**src/rtl/dmacr_pkg.sv**
```systemverilog
// Shared types, codes and constants of the DMA channel register block.
`default_nettype none
package dmacr_pkg;

	localparam logic [1:0] OP_READ  = 2'd0;
	localparam logic [1:0] OP_WRITE = 2'd1;
	localparam logic [1:0] OP_TICK  = 2'd2;

	localparam logic [31:0] GOFS_CTRL  = 32'h00;
	localparam logic [31:0] GOFS_STAT  = 32'h04;
	localparam logic [31:0] GOFS_ISTAT = 32'h08;
	localparam logic [31:0] GOFS_ICLR  = 32'h0C;

	localparam logic [7:0] COFS_CTRL = 8'h00;
	localparam logic [7:0] COFS_STAT = 8'h04;
	localparam logic [7:0] COFS_SRC  = 8'h08;
	localparam logic [7:0] COFS_DST  = 8'h0C;
	localparam logic [7:0] COFS_REM  = 8'h10;
	localparam logic [7:0] COFS_SET  = 8'h14;

	localparam logic [2:0] G_NONE  = 3'd0;
	localparam logic [2:0] G_CTRL  = 3'd1;
	localparam logic [2:0] G_STAT  = 3'd2;
	localparam logic [2:0] G_ISTAT = 3'd3;
	localparam logic [2:0] G_ICLR  = 3'd4;

	localparam logic [2:0] W_CTRL = 3'd0;
	localparam logic [2:0] W_STAT = 3'd1;
	localparam logic [2:0] W_SRC  = 3'd2;
	localparam logic [2:0] W_DST  = 3'd3;
	localparam logic [2:0] W_REM  = 3'd4;
	localparam logic [2:0] W_SET  = 3'd5;
	localparam logic [2:0] W_NONE = 3'd7;

	localparam logic [31:0] EN_MASK      = 32'h0000_0001;
	localparam logic [31:0] DONE_MASK    = 32'h0000_0002;
	localparam logic [31:0] IRQ_EN_MASK  = 32'h0000_0100;
	localparam logic [31:0] DEFAULT_SIZE = 32'd1024;

	localparam int IRQ_W = 16;

	typedef struct packed {
		logic [2:0] glob;
		logic [2:0] word;
	} dec_t;

	typedef struct packed {
		logic        tick;
		logic        wr;
		logic [2:0]  word;
		logic [31:0] data;
	} chan_cmd_t;

	typedef struct packed {
		logic [31:0] ctrl;
		logic [31:0] stat;
		logic [31:0] src;
		logic [31:0] dst;
		logic [31:0] rem;
		logic [31:0] set;
	} chan_regs_t;

	function automatic logic [31:0] pick_word(chan_regs_t r, logic [2:0] w);
		logic [31:0] v;
		case (w)
			W_CTRL:  v = r.ctrl;
			W_STAT:  v = r.stat;
			W_SRC:   v = r.src;
			W_DST:   v = r.dst;
			W_REM:   v = r.rem;
			W_SET:   v = r.set;
			default: v = '0;
		endcase
		return v;
	endfunction

endpackage
`default_nettype wire

```
**src/rtl/dmacr_chan.sv**
```systemverilog
// One DMA channel: its six registers, bus writes and the tick countdown.
`default_nettype none
module dmacr_chan (
	input  wire logic                  clk,
	input  wire logic                  arst_n,
	input  wire dmacr_pkg::chan_cmd_t  cmd,
	output dmacr_pkg::chan_regs_t      regs,
	output logic                       irq
);

	logic [31:0] ctrl_q;
	logic [31:0] stat_q;
	logic [31:0] src_q;
	logic [31:0] dst_q;
	logic [31:0] rem_q;
	logic [31:0] set_q;
	logic        active;
	logic        last;

	assign active = ((ctrl_q & dmacr_pkg::EN_MASK) != '0) && (rem_q != '0);
	assign last   = active && (rem_q == 32'd1);
	assign irq    = cmd.tick && last && ((set_q & dmacr_pkg::IRQ_EN_MASK) != '0);

	always_ff @(posedge clk or negedge arst_n) begin
		if (!arst_n) begin
			ctrl_q <= '0;
			stat_q <= '0;
			src_q  <= '0;
			dst_q  <= '0;
			rem_q  <= '0;
			set_q  <= '0;
		end else if (cmd.tick) begin
			if (active) begin
				rem_q <= rem_q - 32'd1;
				if (last) begin
					ctrl_q <= ctrl_q & ~dmacr_pkg::EN_MASK;
					stat_q <= stat_q | dmacr_pkg::DONE_MASK;
				end
			end
		end else if (cmd.wr) begin
			unique case (cmd.word)
				dmacr_pkg::W_CTRL: begin
					ctrl_q <= cmd.data;
					if (((cmd.data & dmacr_pkg::EN_MASK) != '0) && (rem_q == '0)) begin
						rem_q <= dmacr_pkg::DEFAULT_SIZE;
					end
				end
				dmacr_pkg::W_STAT: stat_q <= cmd.data;
				dmacr_pkg::W_SRC:  src_q  <= cmd.data;
				dmacr_pkg::W_DST:  dst_q  <= cmd.data;
				dmacr_pkg::W_REM:  rem_q  <= cmd.data;
				dmacr_pkg::W_SET:  set_q  <= cmd.data;
				default: ;
			endcase
		end
	end

	assign regs.ctrl = ctrl_q;
	assign regs.stat = stat_q;
	assign regs.src  = src_q;
	assign regs.dst  = dst_q;
	assign regs.rem  = rem_q;
	assign regs.set  = set_q;

endmodule
`default_nettype wire

```
**config.mk**
```make
export PLATFORM = sky130hd
export DESIGN_NAME = dmacr_chan
export DESIGN_NICKNAME = d
export VERILOG_FILES = /design/src/rtl/dmacr_pkg.sv /design/src/rtl/dmacr_chan.sv
export SDC_FILE = /design/constraint.sdc
export NUM_CORES = 1
export LEC_CHECK = 0
export BUFFER_PORTS_ARGS = -buffer_cell sky130_fd_sc_hd__buf_2
export CAP_MARGIN = 30
export CORE_UTILIZATION = 47
export DETAILED_ROUTE_END_ITERATION = 8
export PLACE_DENSITY = 0.76
export SKIP_CTS_REPAIR_TIMING = 1
export SLEW_MARGIN = 20
export SYNTH_ARGS = -nofsm -noshare
export SYNTH_HDL_FRONTEND = slang
export SYNTH_SLANG_ARGS = --single-unit
```
**constraint.sdc**
```tcl
create_clock -name clk -period 2.63 [get_ports clk]
set_input_delay 0.263 -clock clk [delete_from_list [all_inputs] [get_ports clk]]
set_output_delay 0.263 -clock clk [all_outputs]
set_load 0.02 [all_outputs]
```
==> results of run 1 <==
-- worst paths after layout --
check	depth (start not counted)	startpoint	slack, ps	to
worst max-delay path	6	rem_q[27]$_DFFE_PN0P_	-160	irq
max in group asynchronous	3	arst_n	1530	dst_q[0]$_DFFE_PN0P_
min in group asynchronous	2	arst_n	370	src_q[1]$_DFFE_PN0P_
worst min register to register	2	ctrl_q[31]$_DFFE_PN0P_	470	ctrl_q[31]$_DFFE_PN0P_
worst min-delay path	3	cmd[26]	100	ctrl_q[26]$_DFFE_PN0P_
worst max register to register	8	rem_q[27]$_DFFE_PN0P_	-130	rem_q[0]$_DFFE_PN0P_
-- tightest hold or removal path, delay by kind of cell --
family	cells	cell delay [ps]
buf+inv	1	130
simple gates	2	100
-- power by group --
part	internal, mW	switching [mW]	leakage [nW]
registers	3.65	0.428	2.36
logic	1.39	2.15	2.70
clock network	1.42	1.12	0.286
total	6.46	3.70	5.35
-- synth_stat cells (4+ instances only) --
library cell	count
and3_1	4
a21oi_1	17
or3_1	8
nor3_1	16
or2_2	6
a211oi_1	8
and2_1	4
nand4_1	9
a32oi_1	8
dfrtp_1	192
nor4_1	10
mux2_2	125
inv_1	6
nor2_1	35
nand2_1	120
o21ai_0	31
nand3_1	12
o31ai_1	4
clkbuf_1	32
or4_1	8
-- cell families after synthesis --
| kind of cell | after synthesis | synth area share |
|---|---|---|
| AOI/OAI and AO/OA | 97 | 0.0783 |
| adders and majority gates | 2 | 0.00306 |
| buffers and inverters | 42 | 0.0206 |
| DFF | 192 | 0.587 |
| muxes | 126 | 0.173 |
| and+or+nand+nor | 243 | 0.138 |
-- per-stage QoR --
step           TNS [ps]  hold WS (ps)  setup WS, ps  power (mW)
3_3_place_gp       -443           270          -104        7.37
3_5_place_dp      -1130           260          -133        7.47
5_1_grt           -2400          90.4          -224        10.7
2_1_floorplan     -2470         -32.6          -128        6.05
6_report          -1300           105          -162        10.2
4_1_cts           -2130          -189          -546        10.0
-- flip-flops by register name, summed over array words and instances (netlist names) --
name and flops:
rem_q 32, set_q 32, dst_q 32, src_q 32
ctrl_q 32, stat_q 32
-- layer usage --
layer	track usage	vias to the layer above	wire, um
li1	-	3096	-
met1	0.362	3441	10100
met2	0.435	339	11800
met3	0.0756	52	2090
met4	0.0941	0	611
met5	0	-	0
-- area by class of cell --
type / count / area [um2] / area share
multi-input combinational: 471 / 3500 / 0.318
clock inverter: 13 / 136 / 0.0124
inverter: 6 / 22.5 / 0.00205
sequential: 192 / 4810 / 0.437
clock buffer: 18 / 439 / 0.0399
tap: 220 / 275 / 0.0250
timing repair buffer: 303 / 1820 / 0.165
==> impl_metrics.tcl, run 1 <==
set metrics [dict create \
    status "complete, but fails checks" \
    violations "negative setup slack" \
    place.gp.congestion 0.933 \
    grt_max_degree 58 \
    htree_num_levels 4 \
    coreArea_um2 16800 \
    fin_skew_ps 2.96 \
    period_share 1.06 \
    antenna_found_initial 0 \
    ys_ff_latch 192 \
    worst_slew_pin_slew_ps 686 \
    finalNonFillerCells 1223 \
    final_cell_mix "buf_2 (229), dfrtp_1 (187), mux2_2 (125), nand2_1 (119), buf_4 (55)" \
    synth_nets 743 \
    grt_pass1_wl_um 37300 \
    grt_setup_unrepaired "yes" \
    final_hold_viol_count 0 \
    drc_errors 0 \
    num_antenna_cells 0 \
    drv_cap 0 \
    pin_count 232 \
    initial_core_util 0.487 \
    die_width_um 134 \
    ys_types 48 \
    drive_above_1_share 0.515 \
    clock_path_buffers 2 \
    start_kind "flop" \
    cellLeakagePower_nw 5.35 \
    syn_area_per_cell_um2 11.7 \
    n_fill_cell 1341 \
    worst_ep_arrival_time_ps 2530 \
    crit_type "flop to primary output" \
    final_common_cell "buf_2" \
    ir_worst_vdd_mv 0.510 \
    final_area_um2 11000 \
    place_inst 1180 \
    layout.nets 1032 \
    crit_buf_inv 1 \
    setup_viol 22 \
    slowest_stage "or4_4" \
    crit_family "simple AND/OR/NAND/NOR gates" \
    dpl.hpwl_um 16700 \
    dpl_cell_area_um2 10100 \
    min_period_ps 2790 \
    cp_cell_sequence "or4_4, or3_4, or2_4, nor4_4, and2_4, buf_6" \
    cts_sinks 192 \
    wl_um 24600 \
    powerDensity_nw_per_um2 923 \
    fin_ws_ps -162 \
    synth_ff_type "dfrtp_1" \
    fp-row-count 47 \
    num_vias 6928 \
    grt_pass1_vias 6700 \
    cp_max_fo 5 \
    synth_area_leaders "dfrtp_1 (59%), mux2_2 (17%), nand2_1 (5.5%), o21ai_0 (1.9%), nor2_1 (1.6%)" \
    synth_edf_count 0 \
    antenna_left 0 \
    yosysTopAreaCell "dfrtp_1" \
    max_stage_delay_ps 550 \
    root_buffer "clkbuf_16" \
    netlist_area_um2 8190 \
    worst_setup_path_end_kind "primary output" \
    utilization 0.654 \
    slew_headroom 0.539 \
    yosysSeqAreaShare 0.587 \
    routedWlPerCell_um 20.1 \
    finalMaxSlewViolations 0 \
    fmaxAchievable_ghz 0.358 \
    vias_per_cell 5.66 \
    cp_data_required_time_ps 2370 \
    firstDrtPassIters 5 \
    min_path_type "primary input to flop" \
    insertion_delay_ps 420 \
    drt_iter0_drc 503 \
    grt-ovfl-total 0 \
    grt_use_total 0.274 \
    yosysWarnings 0 \
    io_buffers 231 \
    yosys.area.top_type_share 0.587 \
    chipHeight_um 134 \
    syn_inst 702 \
    die-area_um2 18000 \
    cts_tree "built" \
    numCtsBuffers 17 \
    area_growth_syn_to_layout_pct 34.4 \
    clk_pin_slew_worst_paths_ps 70 \
    synthArstFlopShare 1.00 \
]
No activity file was read; power rests on OpenSTA's default activity.
==> run 2, diff against run 1 <==
--- a/config.mk
+++ b/config.mk
@@ -5,6 +5,7 @@
 export SDC_FILE = /design/constraint.sdc
 export NUM_CORES = 1
 export LEC_CHECK = 0
+export ABC_AREA = 1
 export BUFFER_PORTS_ARGS = -buffer_cell sky130_fd_sc_hd__buf_2
 export CAP_MARGIN = 30
 export CORE_UTILIZATION = 47
==> impl_metrics.tcl, run 2 <==
set metrics [dict create \
    status "finished, final reports clean" \
    chipHeight_um 135 \
    insertion_delay_ps 430 \
    min_path_type "primary input to flop" \
    final_hold_viol_count 0 \
    place.gp.congestion 0.942 \
    root_buffer "clkbuf_16" \
    grt_use_total 0.266 \
    pin_count 232 \
    crit_type "flop to primary output" \
    start_kind "flop" \
    worst_slew_pin_slew_ps 505 \
    powerDensity_nw_per_um2 1040 \
    period_share 0.947 \
    fp-row-count 48 \
    grt_max_degree 65 \
    syn_area_per_cell_um2 8.39 \
    yosysTopAreaCell "dfrtp_1" \
    clk_pin_slew_worst_paths_ps 70 \
    io_buffers 231 \
    grt_pass1_vias 6866 \
    yosysWarnings 0 \
    vias_per_cell 5.10 \
    die_width_um 135 \
    drv_cap 0 \
    synthArstFlopShare 1.00 \
    dpl.hpwl_um 16900 \
    ff2ff_setup_slack_ps 410 \
    firstDrtPassIters 7 \
    cp_data_required_time_ps 2370 \
    routedWlPerCell_um 16.4 \
    min_period_ps 2490 \
    slew_headroom 0.663 \
    die-area_um2 18100 \
    grt_setup_unrepaired "no" \
    wl_um 23800 \
    setup_viol 0 \
    numCtsBuffers 17 \
    num_vias 7376 \
    synth_edf_count 0 \
    utilization 0.595 \
    final_cell_mix "nand2_1 (323), buf_2 (230), dfrtp_1 (192), o21ai_0 (136), nor2_1 (103)" \
    antenna_found_initial 1 \
    ys_ff_latch 192 \
    cts_sinks 192 \
    synth_nets 1025 \
    r2r_end "rem_q[14]$_DFFE_PN0P_" \
    drt_iter0_drc 584 \
    slowest_stage "dfrtp_1" \
    worstReg2RegStart "rem_q[0]$_DFFE_PN0P_" \
    cellLeakagePower_nw 5.65 \
    finalMaxSlewViolations 0 \
    layout.nets 1248 \
    r2r_cells 11 \
    worst_ep_arrival_time_ps 2230 \
    htree_num_levels 4 \
    drive_above_1_share 0.238 \
    max_stage_delay_ps 410 \
    synth_ff_type "dfrtp_1" \
    final_common_cell "nand2_1" \
    n_fill_cell 1556 \
    ir_worst_vdd_mv 0.513 \
    drc_errors 0 \
    antenna_left 0 \
    synth_commonest_cells "nand2_1 (323), dfrtp_1 (192), o21ai_0 (136), nor2_1 (103), inv_1 (71)" \
    place_inst 1412 \
    finalNonFillerCells 1445 \
    holdPathEnd "set_q[8]$_DFFE_PN0P_" \
    fmaxAchievable_ghz 0.401 \
    yosysSeqAreaShare 0.582 \
    ys_types 31 \
    cts_tree "built" \
    yosys.area.top_type_share 0.582 \
    holdPathStages 3 \
    area_growth_syn_to_layout_pct 24.2 \
    initial_core_util 0.479 \
    cp_cell_sequence "inv_1, ha_1, nand2_2, nor2_4, nand2_2, o21bai_2, inv_1, nand2_1, nor2_1, buf_2" \
    cp_max_fo 6 \
    fin_skew_ps 11.3 \
    netlist_area_um2 8250 \
    hold_start "cmd[8]" \
    grt_pass1_wl_um 36900 \
    synth_area_leaders "dfrtp_1 (58%), nand2_1 (15%), o21ai_0 (8.2%), nor2_1 (4.7%), inv_1 (3.2%)" \
    syn_inst 984 \
    clock_path_buffers 2 \
    worst_setup_path_end_kind "primary output" \
    grt-ovfl-total 0 \
    setup_tns_ps 0 \
    coreArea_um2 17200 \
    yosysMostFrequentCell "nand2_1" \
]
==> run 2: cell count changes after synthesis, sizes merged, moves of 17 or more <==
cell,previous run,this run
a21oi,17,34
o21ai,31,145
inv,6,73
nand2,120,328
mux2,125,0
nor2,35,108
==> run 2: per-layer routing <==
metal	vias to the layer above	part of all wire	GRT usage
li1	3566	-	-
met2	294	0.47	0.427
met5	-	0	0
met1	3480	0.44	0.358
met4	0	0.022	0.0868
met3	36	0.068	0.0627
==> run 2: how the worst max path moves through the flow <==
stage	slack, ps	cells after the start	to	startpoint
5_1_grt	2	10	irq	rem_q[0]$_DFFE_PN0P_
3_3_place_gp	540	11	rem_q[27]$_DFFE_PN0P_	rem_q[0]$_DFFE_PN0P_
4_1_cts	140	10	irq	rem_q[0]$_DFFE_PN0P_
6_report	140	10	irq	rem_q[0]$_DFFE_PN0P_
2_1_floorplan	760	9	irq	rem_q[0]$_DFFE_PN0P_
3_5_place_dp	460	11	rem_q[29]$_DFFE_PN0P_	rem_q[0]$_DFFE_PN0P_
==> run 2: final cells by class <==
class                      instances  area (um2)  area share
sequential                       192        4800       0.469
multi-input combinational        677        2980       0.291
timing repair buffer             246        1360       0.132
clock buffer                      19         443      0.0432
tap                              225         282      0.0275
inverter                          73         277      0.0270
clock inverter                    12         105      0.0103
antenna                            1        2.50    0.000244
==> run 2: stage by stage <==
stage	hold slack (ps)	instance area (um2)	worst slack [ps]	power (mW)
final	72.2	10300	139	10.7
after global routing	81.5	10300	2.19	11.3
after CTS	-176	10200	141	10.7
after detailed placement	283	9690	458	8.24
after global placement	284	9690	540	8.15
after floorplan	-32.6	8250	755	6.80
==> run 2: report_power, final <==
group          switching [mW]  total [mW]  internal (mW)
clock network            1.18        2.43           1.26
registers               0.533        4.16           3.63
logic                    2.77        4.06           1.29
==> run 2: kinds of logic (layout without fill, tap and decap cells) <==
| family | Yosys count | count (layout) | synth area share |
|---|---|---|---|
| AND/OR/NAND/NOR | 472 | 472 | 0.226 |
| XOR/XNOR | 8 | 8 | 0.00849 |
| other | 0 | 1 | 0 |
| flip-flops | 192 | 192 | 0.582 |
| AO/OA/AOI/OAI | 195 | 195 | 0.123 |
| adder cells (fa/ha/maj) | 2 | 2 | 0.00303 |
| buffers and inverters | 115 | 350 | 0.0575 |
==> run 2: critical path: cells and delay by family, from the launching register on <==
kind                       cells  cell delay (ps)
AOI/OAI and AO/OA              1              190
adders and majority gates      1              200
and+or+nand+nor                5              670
buffers and inverters          3              320
DFF                            1              410
==> run 3, diff against run 2 <==
--- a/config.mk
+++ b/config.mk
@@ -11,6 +11,7 @@
 export CORE_UTILIZATION = 47
 export DETAILED_ROUTE_END_ITERATION = 8
 export PLACE_DENSITY = 0.76
+export RECOVER_POWER = 50
 export SKIP_CTS_REPAIR_TIMING = 1
 export SLEW_MARGIN = 20
 export SYNTH_ARGS = -nofsm -noshare
==> impl_metrics.tcl, run 3 (synthesis results as in run 2) <==
set metrics [dict create \
    status "complete, but fails checks" \
    violations "max-capacitance violations, max-slew violations" \
    insertion_delay_ps 430 \
    n_fill_cell 1578 \
    worst_ep_arrival_time_ps 2230 \
    min_period_ps 2490 \
    worst_setup_path_end_kind "primary output" \
    numCtsBuffers 17 \
    final_hold_viol_count 0 \
    utilization 0.589 \
    layout.nets 1248 \
    num_vias 7385 \
    die_width_um 135 \
    initial_core_util 0.479 \
    switching_share 0.421 \
    io_buffers 231 \
    cts_tree "built" \
    die-area_um2 18100 \
    grt_pass1_vias 6866 \
    area_growth_syn_to_layout_pct 23.1 \
    grt_pass1_wl_um 36900 \
    intPower_mw 6.15 \
    dpl.hpwl_um 16900 \
    setup_tns_ps 0 \
    routedWlPerCell_um 16.5 \
    antenna_left 0 \
    area.sequential_um2 4800 \
    grt_max_degree 65 \
    clk_pin_slew_worst_paths_ps 70 \
    grt_use_total 0.266 \
    drv_cap 2 \
    root_buffer "clkbuf_16" \
    drc_errors 0 \
    p_comb_frac 0.379 \
    fp-row-count 48 \
    period_share 0.947 \
    wl_um 23800 \
    cp_cell_sequence "inv_1, ha_1, nand2_2, nor2_4, nand2_2, o21bai_2, inv_1, nand2_1, nor2_1, buf_2" \
    cp_max_fo 6 \
    htree_num_levels 4 \
    final_cell_mix "nand2_1 (323), buf_2 (199), dfrtp_1 (192), o21ai_0 (136), nor2_1 (103)" \
    power.share.clock 0.229 \
    fmaxAchievable_ghz 0.402 \
    firstDrtPassIters 5 \
    grt-ovfl-total 0 \
    p_switching_mw 4.48 \
    place.gp.congestion 0.942 \
    cts_sinks 192 \
    min_path_type "primary input to flop" \
    final_common_cell "nand2_1" \
    powerDensity_nw_per_um2 1050 \
    vias_per_cell 5.11 \
    pin_count 232 \
    finalMaxSlewViolations 99 \
    clock_path_buffers 2 \
    sequentialPowerShare 0.392 \
    slowest_stage "dfrtp_1" \
    coreArea_um2 17200 \
    ir_worst_vdd_mv 0.510 \
    antenna_found_initial 1 \
    cp_data_required_time_ps 2370 \
    drt_iter0_drc 548 \
    multi_input_area_um2 2970 \
    drive_above_1_share 0.208 \
    crit_type "flop to primary output" \
    cellLeakagePower_nw 5.53 \
    chipHeight_um 135 \
    setup_viol 0 \
    worst_slew_pin_slew_ps 1560 \
    grt_setup_unrepaired "no" \
    start_kind "flop" \
    fin_skew_ps 10.4 \
    slew_headroom -0.0372 \
    max_stage_delay_ps 420 \
]
-- run 3: changes by cell type in the layout (fill, tap and decap cells not counted) --
cell / previous run / this run
nor3_1: 4 / 5
clkbuf_2: 0 / 3
buf_2: 230 / 199
buf_12: 6 / 5
clkbuf_8: 2 / 1
buf_4: 8 / 4
nor3_4: 1 / 0
nand3_2: 1 / 0
clkbuf_1: 1 / 35
nand3_1: 25 / 26
-- run 3: power by group through the flow --
stage	clock [mW]	sequential [mW]	combinational (mW)
floorplan	0	5.00	1.79
global placement	0	4.17	3.98
detailed placement	0	4.20	4.04
CTS	2.48	4.16	4.06
global route	2.59	4.26	4.43
finish	2.44	4.17	4.02
-- run 3: stage by stage --
stage	worst slack, ps	instance area [um2]	power, mW	instances	hold slack (ps)
4_1_cts	141	10200	10.7	1443	-176
3_5_place_dp	458	9690	8.24	1412	283
3_3_place_gp	540	9690	8.15	1412	284
5_1_grt	2.19	10200	11.3	1445	81.5
2_1_floorplan	755	8250	6.80	984	-32.6
6_report	140	10200	10.6	1445	65.9
-- run 3: cell type report --
type / count / share of cell area
clock buffer: 19 / 0.0436
timing repair buffer: 246 / 0.126
tap: 225 / 0.0277
inverter: 73 / 0.0272
antenna: 1 / 0.000246
multi-input combinational: 677 / 0.292
sequential: 192 / 0.473
clock inverter: 12 / 0.0103
-- run 3: layer usage --
| metal | track usage | routed length (um) |
|---|---|---|
| met5 | 0 | 0 |
| met4 | 0.0868 | 521 |
| met3 | 0.0627 | 1650 |
| met2 | 0.427 | 11100 |
| met1 | 0.358 | 10500 |
-- run 3: critical path, delay by kind of cell, from the launching register on --
kind | cells | cell delay [ps]
AOI/OAI and AO/OA | 1 | 190
adders and majority gates | 1 | 200
buffers and inverters | 3 | 310
DFF | 1 | 420
and+or+nand+nor | 5 | 680
-- run 3: path summary, 6_finish.rpt --
| check | start | endpoint | slack, ps | cells after the start |
|---|---|---|---|---|
| max in group asynchronous | arst_n | src_q[8]$_DFFE_PN0P_ | 520 | 3 |
| min | cmd[8] | set_q[8]$_DFFE_PN0P_ | 70 | 3 |
| min reg2reg | src_q[0]$_DFFE_PN0P_ | src_q[0]$_DFFE_PN0P_ | 480 | 2 |
| max | rem_q[0]$_DFFE_PN0P_ | irq | 140 | 10 |
| min in group asynchronous | arst_n | rem_q[31]$_DFFE_PN0P_ | 760 | 2 |
| max reg2reg | rem_q[0]$_DFFE_PN0P_ | rem_q[14]$_DFFE_PN0P_ | 410 | 11 |
