`src/rtl/dmacr_pkg.sv`:
```
// Shared types, codes and constants of the DMA channel register block.
`default_nettype none
package dmacr_pkg;

	localparam logic [1:0] OP_READ  = 2'd0;
	localparam logic [1:0] OP_WRITE = 2'd1;
	localparam logic [1:0] OP_TICK  = 2'd2;

	localparam logic [31:0] GOFS_CTRL  = 32'h00;
	localparam logic [31:0] GOFS_STAT  = 32'h04;
	localparam logic [31:0] GOFS_ISTAT = 32'h08;
	localparam logic [31:0] GOFS_ICLR  = 32'h0C;

	localparam logic [7:0] COFS_CTRL = 8'h00;
	localparam logic [7:0] COFS_STAT = 8'h04;
	localparam logic [7:0] COFS_SRC  = 8'h08;
	localparam logic [7:0] COFS_DST  = 8'h0C;
	localparam logic [7:0] COFS_REM  = 8'h10;
	localparam logic [7:0] COFS_SET  = 8'h14;

	localparam logic [2:0] G_NONE  = 3'd0;
	localparam logic [2:0] G_CTRL  = 3'd1;
	localparam logic [2:0] G_STAT  = 3'd2;
	localparam logic [2:0] G_ISTAT = 3'd3;
	localparam logic [2:0] G_ICLR  = 3'd4;

	localparam logic [2:0] W_CTRL = 3'd0;
	localparam logic [2:0] W_STAT = 3'd1;
	localparam logic [2:0] W_SRC  = 3'd2;
	localparam logic [2:0] W_DST  = 3'd3;
	localparam logic [2:0] W_REM  = 3'd4;
	localparam logic [2:0] W_SET  = 3'd5;
	localparam logic [2:0] W_NONE = 3'd7;

	localparam logic [31:0] EN_MASK      = 32'h0000_0001;
	localparam logic [31:0] DONE_MASK    = 32'h0000_0002;
	localparam logic [31:0] IRQ_EN_MASK  = 32'h0000_0100;
	localparam logic [31:0] DEFAULT_SIZE = 32'd1024;

	localparam int IRQ_W = 16;

	typedef struct packed {
		logic [2:0] glob;
		logic [2:0] word;
	} dec_t;

	typedef struct packed {
		logic        tick;
		logic        wr;
		logic [2:0]  word;
		logic [31:0] data;
	} chan_cmd_t;

	typedef struct packed {
		logic [31:0] ctrl;
		logic [31:0] stat;
		logic [31:0] src;
		logic [31:0] dst;
		logic [31:0] rem;
		logic [31:0] set;
	} chan_regs_t;

	function automatic logic [31:0] pick_word(chan_regs_t r, logic [2:0] w);
		logic [31:0] v;
		case (w)
			W_CTRL:  v = r.ctrl;
			W_STAT:  v = r.stat;
			W_SRC:   v = r.src;
			W_DST:   v = r.dst;
			W_REM:   v = r.rem;
			W_SET:   v = r.set;
			default: v = '0;
		endcase
		return v;
	endfunction

endpackage
`default_nettype wire

```
`src/rtl/dmacr_decode.sv`:
```
// Address decoder that maps a bus address to a global word or a channel word.
`default_nettype none
module dmacr_decode #(
	parameter int CHANNEL_COUNT       = 16,
	parameter int CHANNEL_BASE_OFFSET = 256,
	parameter int CHANNEL_STRIDE      = 32
) (
	input  wire logic [31:0]              addr,
	input  wire logic [31:0]              base,
	output dmacr_pkg::dec_t               dec,
	output logic [CHANNEL_COUNT-1:0]      chan_hit
);

	localparam int SPAN   = CHANNEL_COUNT * CHANNEL_STRIDE;
	localparam int SPAN_W = $clog2(SPAN);
	localparam int OFS_W  = $clog2(CHANNEL_STRIDE);

	logic [31:0]       rel;
	logic [31:0]       crel;
	logic              in_win;
	logic [SPAN_W-1:0] low;
	logic [OFS_W-1:0]  ofs_n [CHANNEL_COUNT];
	logic [OFS_W-1:0]  ofs;

	assign rel    = addr - base;
	assign crel   = rel - 32'(CHANNEL_BASE_OFFSET);
	assign in_win = crel < 32'(SPAN);
	assign low    = crel[SPAN_W-1:0];

	for (genvar n = 0; n < CHANNEL_COUNT; n++) begin : g_win
		localparam logic [SPAN_W:0] LO = (SPAN_W+1)'(n * CHANNEL_STRIDE);
		localparam logic [SPAN_W:0] HI = (SPAN_W+1)'((n + 1) * CHANNEL_STRIDE);
		logic [SPAN_W:0] diff;
		assign diff        = {1'b0, low} - LO;
		assign chan_hit[n] = in_win && ({1'b0, low} >= LO) && ({1'b0, low} < HI);
		assign ofs_n[n]    = diff[OFS_W-1:0];
	end

	always_comb begin
		ofs = '0;
		for (int n = 0; n < CHANNEL_COUNT; n++) begin
			if (chan_hit[n]) begin
				ofs = ofs | ofs_n[n];
			end
		end
	end

	always_comb begin
		unique case (rel)
			dmacr_pkg::GOFS_CTRL:  dec.glob = dmacr_pkg::G_CTRL;
			dmacr_pkg::GOFS_STAT:  dec.glob = dmacr_pkg::G_STAT;
			dmacr_pkg::GOFS_ISTAT: dec.glob = dmacr_pkg::G_ISTAT;
			dmacr_pkg::GOFS_ICLR:  dec.glob = dmacr_pkg::G_ICLR;
			default:               dec.glob = dmacr_pkg::G_NONE;
		endcase
	end

	always_comb begin
		if (ofs == OFS_W'(dmacr_pkg::COFS_CTRL)) begin
			dec.word = dmacr_pkg::W_CTRL;
		end else if (ofs == OFS_W'(dmacr_pkg::COFS_STAT)) begin
			dec.word = dmacr_pkg::W_STAT;
		end else if (ofs == OFS_W'(dmacr_pkg::COFS_SRC)) begin
			dec.word = dmacr_pkg::W_SRC;
		end else if (ofs == OFS_W'(dmacr_pkg::COFS_DST)) begin
			dec.word = dmacr_pkg::W_DST;
		end else if (ofs == OFS_W'(dmacr_pkg::COFS_REM)) begin
			dec.word = dmacr_pkg::W_REM;
		end else if (ofs == OFS_W'(dmacr_pkg::COFS_SET)) begin
			dec.word = dmacr_pkg::W_SET;
		end else begin
			dec.word = dmacr_pkg::W_NONE;
		end
	end

endmodule
`default_nettype wire

```
`config.mk`:
```
export PLATFORM = sky130hd
export DESIGN_NAME = dmacr_decode
export DESIGN_NICKNAME = d
export VERILOG_FILES = /design/src/rtl/dmacr_pkg.sv /design/src/rtl/dmacr_decode.sv
export SDC_FILE = /design/constraint.sdc
export NUM_CORES = 1
export LEC_CHECK = 0
export BUFFER_PORTS_ARGS = -buffer_cell sky130_fd_sc_hd__buf_2
export CORE_MARGIN = 4
export CORE_UTILIZATION = 30
export DETAILED_ROUTE_END_ITERATION = 8
export PLACE_DENSITY = 0.59
export SETUP_SLACK_MARGIN = 0.5
export SYNTH_ARGS = -nofsm -noshare
export SYNTH_HDL_FRONTEND = slang
export SYNTH_SLANG_ARGS = --single-unit
```
`constraint.sdc`:
```
create_clock -name vclk -period 4.4
set_clock_uncertainty 0.15 [all_clocks]
set_input_delay 0.22 -clock vclk [all_inputs]
set_output_delay 0.22 -clock vclk [all_outputs]
set_load 0.02 [all_outputs]
```
==> results of run 1 <==
[synth_stat cells (3+ instances only)]
cell type and instances:
nor4b_1 3, o41ai_1 4, a21oi_1 35, nor4_2 12, o21ai_1 7, o21ai_0 17, nand4_1 12, clkbuf_1 8
nand2b_1 7, inv_1 39, o21a_1 7, o31ai_1 6, xor2_1 7, o21bai_1 3, or3_1 3, a21o_1 9
a211oi_1 7, nand3_1 12, and2_1 4, buf_6 5, or2_2 3, buf_2 7, ha_1 33, nand2_1 51
o211ai_1 10, xnor2_1 15, nor3_1 10, nor3b_1 5, nor2_1 29, nor2b_1 4, nor4_1 12
[cells in the final DEF, fill, tap and decap left out, drive strengths merged, types with 3 or more instances in the layout]
| cell type | n |
|---|---|
| a21o | 9 |
| ha | 33 |
| o31ai | 6 |
| o211ai | 11 |
| buf | 165 |
| xnor2 | 17 |
| nand2 | 53 |
| a21oi | 39 |
| nand4 | 12 |
| nand2b | 7 |
| or2 | 3 |
| a211oi | 10 |
| o21bai | 3 |
| o41ai | 4 |
| a21boi | 4 |
| or4 | 3 |
| nor4 | 26 |
| nor3b | 5 |
| xor2 | 7 |
| and2 | 4 |
| o21a | 8 |
| nor2b | 6 |
| nor3 | 12 |
| nand4b | 3 |
| nor4b | 3 |
| nand3 | 12 |
| and3 | 3 |
| o21ai | 24 |
| inv | 39 |
| or3 | 4 |
| nor2 | 29 |
[layout make-up]
class,instances,share of cell area
multi-input cells,387,0.687
repair buffers,167,0.249
well taps,136,0.0328
inverters,40,0.0314
[per-stage QoR]
stage          setup WS (ps)  utilization
3_5_place_dp            24.7        0.412
5_1_grt                0.231        0.505
4_1_cts                  208        0.477
6_report                 182        0.505
2_1_floorplan            371            -
3_3_place_gp            58.0        0.412
[timing repair]
| item | in CTS | in global routing |
|---|---|---|
| gates cloned | 5 | 1 |
| resized for setup | 72 | 36 |
| setup buffers | 27 | 10 |
| pin swaps | 18 | 27 |
| setup endpoints to repair | 22 | 22 |
[critical path, stage by stage]
cell,delay [ps]
buf_2,90
inv_1,50
ha_2,310
a21oi_2,200
a21boi_0,180
or3_4,410
nor2b_4,140
nor3b_1,80
o31a_1,290
o41ai_1,310
xnor2_1,280
nor4_4,90
buf_4,160
buf_4,130
a211oi_2,590
nor4_4,120
buf_4,190
[metal layers]
metal	GRT usage	vias up	routed length, um
met5	0	-	0
met4	0.0238	0	148
met3	0.00438	10	286
met2	0.306	83	5610
met1	0.219	1850	4880
li1	-	1967	-
[power groups by stage]
stage / clock [mW] / sequential, mW / combinational, mW
finish: 0 / 0 / 0.913
global route: 0 / 0 / 0.984
CTS: 0 / 0 / 0.856
detailed placement: 0 / 0 / 0.705
global placement: 0 / 0 / 0.696
floorplan: 0 / 0 / 0.510
[final timing paths]
path                 start  endpoint  slack [ps]  cells after the start
hold / removal     addr[2]    dec[3]         950                      5
setup / recovery  base[12]    dec[1]         180                     17
[cell families (layout without fill, tap and decap cells)]
logic type / after synthesis / count (layout)
multiplexers: 2 / 2
AO/OA/AOI/OAI: 135 / 136
buffers and inverters: 62 / 207
adder cells (fa/ha/maj): 34 / 34
XOR/XNOR: 24 / 24
AND/OR/NAND/NOR: 191 / 191
==> PnR_summary.wiki, run 1 <==
{| class="wikitable"
! Metric !! Value
|-
| Die height || about 110 um
|-
| Area share of xor/xnor cells in the synthesized design || 0.0751
|-
| Number of antenna violations at the first check in global routing || 0
|-
| Post-Syn Instances || 448
|-
| Area of the multi-input gates || ~0.0036 mm^2
|-
| Pin count of the biggest net entering global routing || 11
|-
| Synth warn || 0
|-
| Core area || 0.0103 mm^2
|-
| Area growth from synthesis to layout || 64.8%
|-
| Result of the run || finished clean
|-
| Post-synthesis mux area share || 0.00716
|-
| Total power draw || between 0.9 and 1 mW
|-
| Register area || 0 um^2
|-
| Drt total wl || roughly 11,000 um
|-
| Switching power || around 0.5 mW
|-
| Total Routing Usage GR || 0.166
|-
| First-pass iteration count of the detailed router || 4
|-
| Hold/Removal Path Class || in2out
|-
| Library cell with the largest summed area after synthesis || ha_1
|-
| Cell area after placement || 0.00423 mm^2
|-
| Netlist cell types || 80
|-
| Post-synth design cell area || between 0.003 and 0.004 mm^2
|-
| Final period util || 0.959
|-
| Remaining number of nets flagged by the antenna check after routing || 0
|-
| Maximum fanout along the worst path || 6
|-
| Total instance count after detailed placement || between 600 and 700
|-
| Largest family of logic cells by synthesized area || simple AND/OR/NAND/NOR gates
|-
| Top area cells in the synthesized netlist || ha_1 (13%), nand2_1 (6.1%), a21oi_1 (5.6%), nor4_2 (4.8%), inv_1 (4.7%)
|-
| Share of total power in sequential cells || 0
|-
| Number of remaining DRC errors || 0
|-
| Maximum vdd ir drop || about 0.00014 V
|-
| Detail-routed via count per cell || between 5 and 6
|-
| Compound-Gate Fraction of Synth Area || 0.312
|-
| Combinational Power Share || 1.000
|-
| P per Cell Area || 176 mW/mm^2
|-
| Number of nets in the synthesized netlist || between 500 and 600
|-
| Clk pwr share || 0
|-
| Syn avg cell area || 7.02 um^2
|-
| Count of endpoints failing hold in the final timing report || 0
|-
| Finish-stage setup viols || 0
|-
| Ant diodes || 0
|-
| Count of non-filler cells in the finished layout || 730
|-
| Post-synthesis share of cell area spent on and, or, nand and nor gates || 0.375
|-
| Share of cells above drive strength 1 || 0.476
|-
| Number of ports placed on the die boundary || 86
|-
| Die area || roughly 0.012 mm^2
|-
| Data required time of the critical path || 4030 ps
|-
| Number of flip-flops and latches || 0
|-
| Count of buffers from port buffering || 86
|-
| Critical path class || in2out
|-
| Post-cts hold buffer count || 0
|-
| Lkg Pwr || 2.13 nW
|-
| Final-report max-slew violation count || 0
|-
| Detailed Route Iter0 Violations || ~210
|-
| Number of vias after detailed routing || ~4,000
|-
| Data arrival, critical path || around 3900 ps
|-
| First-pass GRT wire length || 18,100 um
|-
| WHS || ~950 ps
|-
| Internal power of the cells || ~0.41 mW
|-
| Total grt overflow || 0
|-
| Critical path endpoint category || primary output
|-
| Achievable Freq || about 240 MHz
|-
| Effective utilization at floorplan || 0.306
|-
| Setup TNS || 0 ps
|-
| Sequential element share of the synthesized area || 0
|-
| Vias in the first global route || 3,903
|-
| Min Clock Period, post-route || approximately 4200 ps
|-
| Number of nets in the finished design || slightly below 700
|-
| Die width || roughly 110 um
|-
| Standard-cell rows || 37
|-
| Placer Congestion || between 0.8 and 0.9
|-
| Worst Tran Pin Value || around 750 ps
|-
| Routed wire per std cell || between 10 and 15 um
|-
| Adder-cell area share of the yosys netlist || 0.138
|-
| Post-synth top area share || 0.131
|-
| Unrepaired setup endpoints after global routing || true
|-
| Relative slew slack || 0.499
|-
| Max capacitance violation total || 0
|-
| Nature of the critical path startpoint || primary input
|-
| Detailed placement HPWL || roughly 8500 um
|-
| Post-route cell area || 0.00518 mm^2
|-
| Net Sw Frac || 0.550
|-
| Final-layout fill cell count || 1,009
|-
| Clock buffer count || 0
|}
(Power assumes the default switching activity.)
==> run 2, diff against run 1 <==
- REMOVE_ABC_BUFFERS: not set -> 1
==> run 2 against run 1 <==
  * Maximum frequency is 1.9% lower
  * Non-clock buffer count shrank 27
  * Critical path type unchanged
  * Critical path depth grew 3
  * Sequential share of layout area is the same
  * Highest routed layer unchanged
==> PnR_summary.wiki, run 2 (synthesis results as in run 1) <==
{| class="wikitable"
! Metric !! Value
|-
| Net Sw Frac || 0.586
|-
| Remaining number of nets flagged by the antenna check after routing || 0
|-
| Core area || ~0.010 mm^2
|-
| Detailed placement HPWL || 8320 um
|-
| Post-route cell area || between 0.004 and 0.005 mm^2
|-
| Standard-cell rows || 37
|-
| Count of endpoints failing hold in the final timing report || 0
|-
| Max capacitance violation total || 0
|-
| Critical path class || in2out
|-
| Worst setup timing slack at the placement stage || -63.1 ps
|-
| Pin count of the biggest net entering global routing || 20
|-
| Number of antenna violations at the first check in global routing || 0
|-
| Die height || ~110 um
|-
| Number of flip-flops and latches || 0
|-
| Clock buffer count || 0
|-
| Vias in the first global route || ~3,600
|-
| Number of nets in the finished design || about 670
|-
| Min Clock Period, post-route || about 4300 ps
|-
| Ant diodes || 0
|-
| Combinational Power Share || 1.000
|-
| Cell area after placement || between 0.003 and 0.004 mm^2
|-
| Maximum vdd ir drop || between 0.00005 and 0.00006 V
|-
| Number of vias after detailed routing || 3,789
|-
| Data arrival, critical path || slightly below 4000 ps
|-
| Worst Tran Pin Value || 590 ps
|-
| Commonest non-fill, non-tap cell in the layout || buf_2
|-
| Routed wire per std cell || about 15 um
|-
| Effective utilization at floorplan || 0.306
|-
| Nature of the critical path startpoint || primary input
|-
| Internal power of the cells || 0.312 mW
|-
| Relative slew slack || 0.604
|-
| Count of buffers from port buffering || between 80 and 90
|-
| Die area || roughly 0.012 mm^2
|-
| Number of ports placed on the die boundary || 86
|-
| Share of cells above drive strength 1 || 0.433
|-
| Placer Congestion || a little under 0.9
|-
| Most frequent cells in the layout || buf_2 (68), buf_4 (62), nand2_1 (50)
|-
| P per Cell Area || 162 mW/mm^2
|-
| Final WS setup || just over 100 ps
|-
| Clk pwr share || 0
|-
| Total Routing Usage GR || 0.157
|-
| Total grt overflow || 0
|-
| Data required time of the critical path || 4030 ps
|-
| Post-cts hold buffer count || 0
|-
| Number of remaining DRC errors || 0
|-
| Detailed Route Iter0 Violations || 239
|-
| Die width || ~110 um
|-
| Final-report max-slew violation count || 0
|-
| Share of total power in sequential cells || 0
|-
| First-pass iteration count of the detailed router || 5
|-
| Final period util || 0.977
|-
| First-pass GRT wire length || roughly 17,000 um
|-
| Detail-routed via count per cell || between 5 and 6
|-
| WHS || just under 1000 ps
|-
| Switching power || 0.443 mW
|-
| Hold/Removal Path Class || in2out
|-
| Lkg Pwr || about 1.9 nW
|-
| Area growth from synthesis to layout || 48.2%
|-
| Critical path endpoint category || primary output
|-
| Register area || 0 um^2
|-
| Drt total wl || 10,400 um
|-
| Maximum fanout along the worst path || 7
|-
| Result of the run || finished clean
|-
| Post-route core utilization || 0.454
|-
| Achievable Freq || 233 MHz
|-
| Unrepaired setup endpoints after global routing || true
|-
| Finish-stage setup viols || 0
|}
## run 2: cell count changes in the layout (fill, tap and decap cells not counted), moves of 3 or more
cell     previous run  this run
buf_2              63        68
nor4_4             22        12
buf_4              86        62
buf_6               8         1
o21ai_1             7         4
nor4_2              3        13
a21oi_1            25        28
## run 2: worst max-delay path, cell delays in order
cell and delay [ps]:
buf_6 100, inv_4 50, ha_4 130, fa_2 210, nand2b_4 140, a21oi_4 80
or4_1 480, and3_4 210, clkinv_4 60, buf_4 110, nand2_4 50, nor4_4 370
inv_1 110, o41a_1 400, a221oi_2 250, nand4b_4 180, buf_12 170, clkbuf_16 140
nor4_2 250, buf_2 210
## run 2: layer usage
layer	vias up	wire, um	track usage
met3	6	482	0.0121
met1	1761	4670	0.212
li1	1910	-	-
met2	112	5210	0.282
met4	0	70	0.0123
met5	-	0	0
## run 2: through the flow
step	setup TNS [ps]	power (mW)	instances
after floorplan	0	0.433	426
after global placement	0	0.620	679
after detailed placement	-104	0.627	679
after CTS	0	0.712	696
after global routing	-143	0.819	702
final	0	0.755	702
## run 2: final timing paths
check	cells past startpoint	start	slack [ps]	end
worst min-delay path	6	addr[3]	990	dec[5]
worst max-delay path	20	addr[0]	100	chan_hit[2]
## run 2: repair_timing
| action | 4_1_cts | 5_1_grt |
|---|---|---|
| setup buffers | 15 | 5 |
| setup endpoints to repair | 22 | 22 |
| pin swaps | 20 | 11 |
| resized for setup | 69 | 36 |
| gates cloned | 2 | 1 |
## run 2: power groups by stage
stage	logic [mW]	registers (mW)	clock network (mW)
finish	0.755	0	0
global route	0.819	0	0
CTS	0.712	0	0
detailed placement	0.627	0	0
global placement	0.620	0	0
floorplan	0.433	0	0
## run 2: area by class of cell
cell class / count / area (um^2)
Timing Repair Buffer: 140 / 1020
Inverter: 40 / 158
Multi-Input combinational cell: 386 / 3320
Fill cell: 1062 / 5610
Tap cell: 136 / 170
==> run 3, diff against run 2 <==
- PLACE_DENSITY: 0.59 -> not set
- clock period: 4.4 -> 5.4 ns (I/O delays scaled with it)
==> run 3 against run 2 <==
  * Combinational power down 36%
  * Worst hold slack got worse by 19 ps
  * Routed wire length fell by 12%
  * Cell count decreased by 6.3%
  * Critical path depth fell by 4
  * Cell area fell by 20%
  * Sequential share of layout area unchanged
  * First-iteration DRC count is 8.8% higher
  * Non-clock buffer count shrank 44
  * Utilization shrank 9.1 points
  * Flip-flop and latch count unchanged
  * Clock-buffer cell count did not move
  * Critical endpoint is now dec[0]
==> PnR_summary.wiki, run 3 (synthesis results as in run 1) <==
{| class="wikitable"
! Metric !! Value
|-
| Detailed Route Iter0 Violations || 260
|-
| Share of cells above drive strength 1 || 0.276
|-
| Commonest non-fill, non-tap cell in the layout || buf_2
|-
| Final-report max-slew violation count || 0
|-
| Total power draw || ~0.48 mW
|-
| Count of buffers from port buffering || 86
|-
| Placer Congestion || approximately 0.85
|-
| Detail-routed via count per cell || 5.40
|-
| Setup TNS || 0 ps
|-
| Core area || roughly 0.010 mm^2
|-
| Data required time of the critical path || approximately 5000 ps
|-
| Cell area after placement || roughly 0.0036 mm^2
|-
| Post-route cell area || 0.00373 mm^2
|-
| Final WS setup || around 760 ps
|-
| Max capacitance violation total || 0
|-
| Effective utilization at floorplan || 0.306
|-
| Most crowded layer after global routing || met2
|-
| Kind of cell adding the most delay to the critical path || simple AND/OR/NAND/NOR gates
|-
| Number of remaining DRC errors || 0
|-
| Result of the run || finished clean
|-
| Clock buffer count || 0
|-
| Unrepaired setup endpoints after global routing || true
|-
| First-pass GRT wire length || roughly 15,000 um
|-
| Hold/Removal Path Class || in2out
|-
| Routed wire per std cell || 14.0 um
|-
| Hold-critical path depth || 6
|-
| Die area || ~0.012 mm^2
|-
| Worst setup timing slack at the placement stage || between 500 and 600 ps
|-
| First-pass iteration count of the detailed router || 5
|-
| Number of vias after detailed routing || roughly 3,600
|-
| Finish-stage setup viols || 0
|-
| Vias in the first global route || approximately 3,300
|-
| Startpoint of the lowest-slack hold path || base[0]
|-
| Critical path class || in2out
|-
| Die width || around 110 um
|-
| Worst Tran Pin Value || approximately 610 ps
|-
| Number of antenna violations at the first check in global routing || 0
|-
| End of the worst hold path || dec[1]
|-
| Global Route met2 Usage || 0.241
|-
| Most frequent cells in the layout || buf_2 (86), nand2_1 (51), inv_1 (39)
|-
| Maximum vdd ir drop || roughly 0.000064 V
|-
| Min Clock Period, post-route || about 4600 ps
|-
| Worst-path cell with the longest stage delay || or4_1
|-
| Nature of the critical path startpoint || primary input
|-
| Cell chain of the critical path || buf_2 -> ha_1 -> a21o_1 -> or4_1 -> and3_4 -> clkinv_4 -> ha_1 -> o21ai_1 -> or4_4 -> nor3b_1 -> o21bai_1 -> a221oi_2 -> nand4b_4 -> buf_12 -> nor4_1 -> buf_2
|-
| Count of endpoints failing hold in the final timing report || 0
|-
| Final-layout fill cell count || 1,147
|-
| Post-cts hold buffer count || 0
|-
| Area growth from synthesis to layout || 18.4%
|-
| P per Cell Area || roughly 130 mW/mm^2
|-
| Number of flip-flops and latches || 0
|-
| Standard-cell rows || 37
|-
| Maximum fanout along the worst path || 19
|-
| Lkg Pwr || 1.56 nW
|-
| Ant diodes || 0
|-
| Drt total wl || 9190 um
|-
| Crit path largest cell delay || 520 ps
|-
| Pin count of the biggest net entering global routing || 20
|-
| Detailed placement HPWL || between 7000 and 8000 um
|-
| Data arrival, critical path || about 4200 ps
|-
| Critical path endpoint category || primary output
|-
| Total Routing Usage GR || 0.139
|-
| Total grt overflow || 0
|-
| Remaining number of nets flagged by the antenna check after routing || 0
|-
| GRT met3 Usage || 0.00986
|-
| Register area || 0 um^2
|-
| Number of nets in the finished design || 622
|-
| Achievable Freq || around 220 MHz
|-
| Final period util || 0.859
|-
| Buffer and inverter count on the worst path || 4
|-
| Die height || approximately 110 um
|-
| Number of ports placed on the die boundary || 86
|-
| Relative slew slack || 0.586
|-
| Met1 layer usage reported by global route || 0.196
|}
run 3: stage by stage:
step | hold slack, ps | instances | utilization
after floorplan | 752 | 426 | -
after detailed placement | 985 | 651 | 0.354
after global placement | 958 | 651 | 0.354
final | 972 | 658 | 0.363
after CTS | 982 | 651 | 0.354
after global routing | 1020 | 658 | 0.363
run 3: layer usage:
metal,vias up,wire length [um],share of wire
met4,0,46,0.0050
met3,4,479,0.052
met5,-,0,0
met1,1627,4330,0.47
li1,1827,-,-
met2,96,4340,0.47
run 3: power by group:
group,switching (mW),internal [mW]
combinational,0.302,0.181
clock,0,0
sequential,0,0
total,0.302,0.181
run 3: repair_timing:
action	in CTS	in global routing
setup endpoints to repair	0	19
buffers inserted	0	7
resized for setup	0	4
run 3: worst max path at each step:
stage	start	end	slack, ps	cells after the start
detailed placement	addr[7]	chan_hit[13]	520	15
floorplan	addr[0]	chan_hit[0]	910	14
CTS	addr[7]	chan_hit[13]	500	15
global route	addr[0]	dec[2]	430	19
finish	addr[7]	dec[0]	760	16
global placement	addr[0]	chan_hit[14]	680	16
run 3: final cells by class:
type / count / area [um^2] / share of cell area
multi-input cells: 386 / 2880 / 0.774
inverters: 40 / 155 / 0.0416
repair buffers: 96 / 518 / 0.139
well taps: 136 / 170 / 0.0457
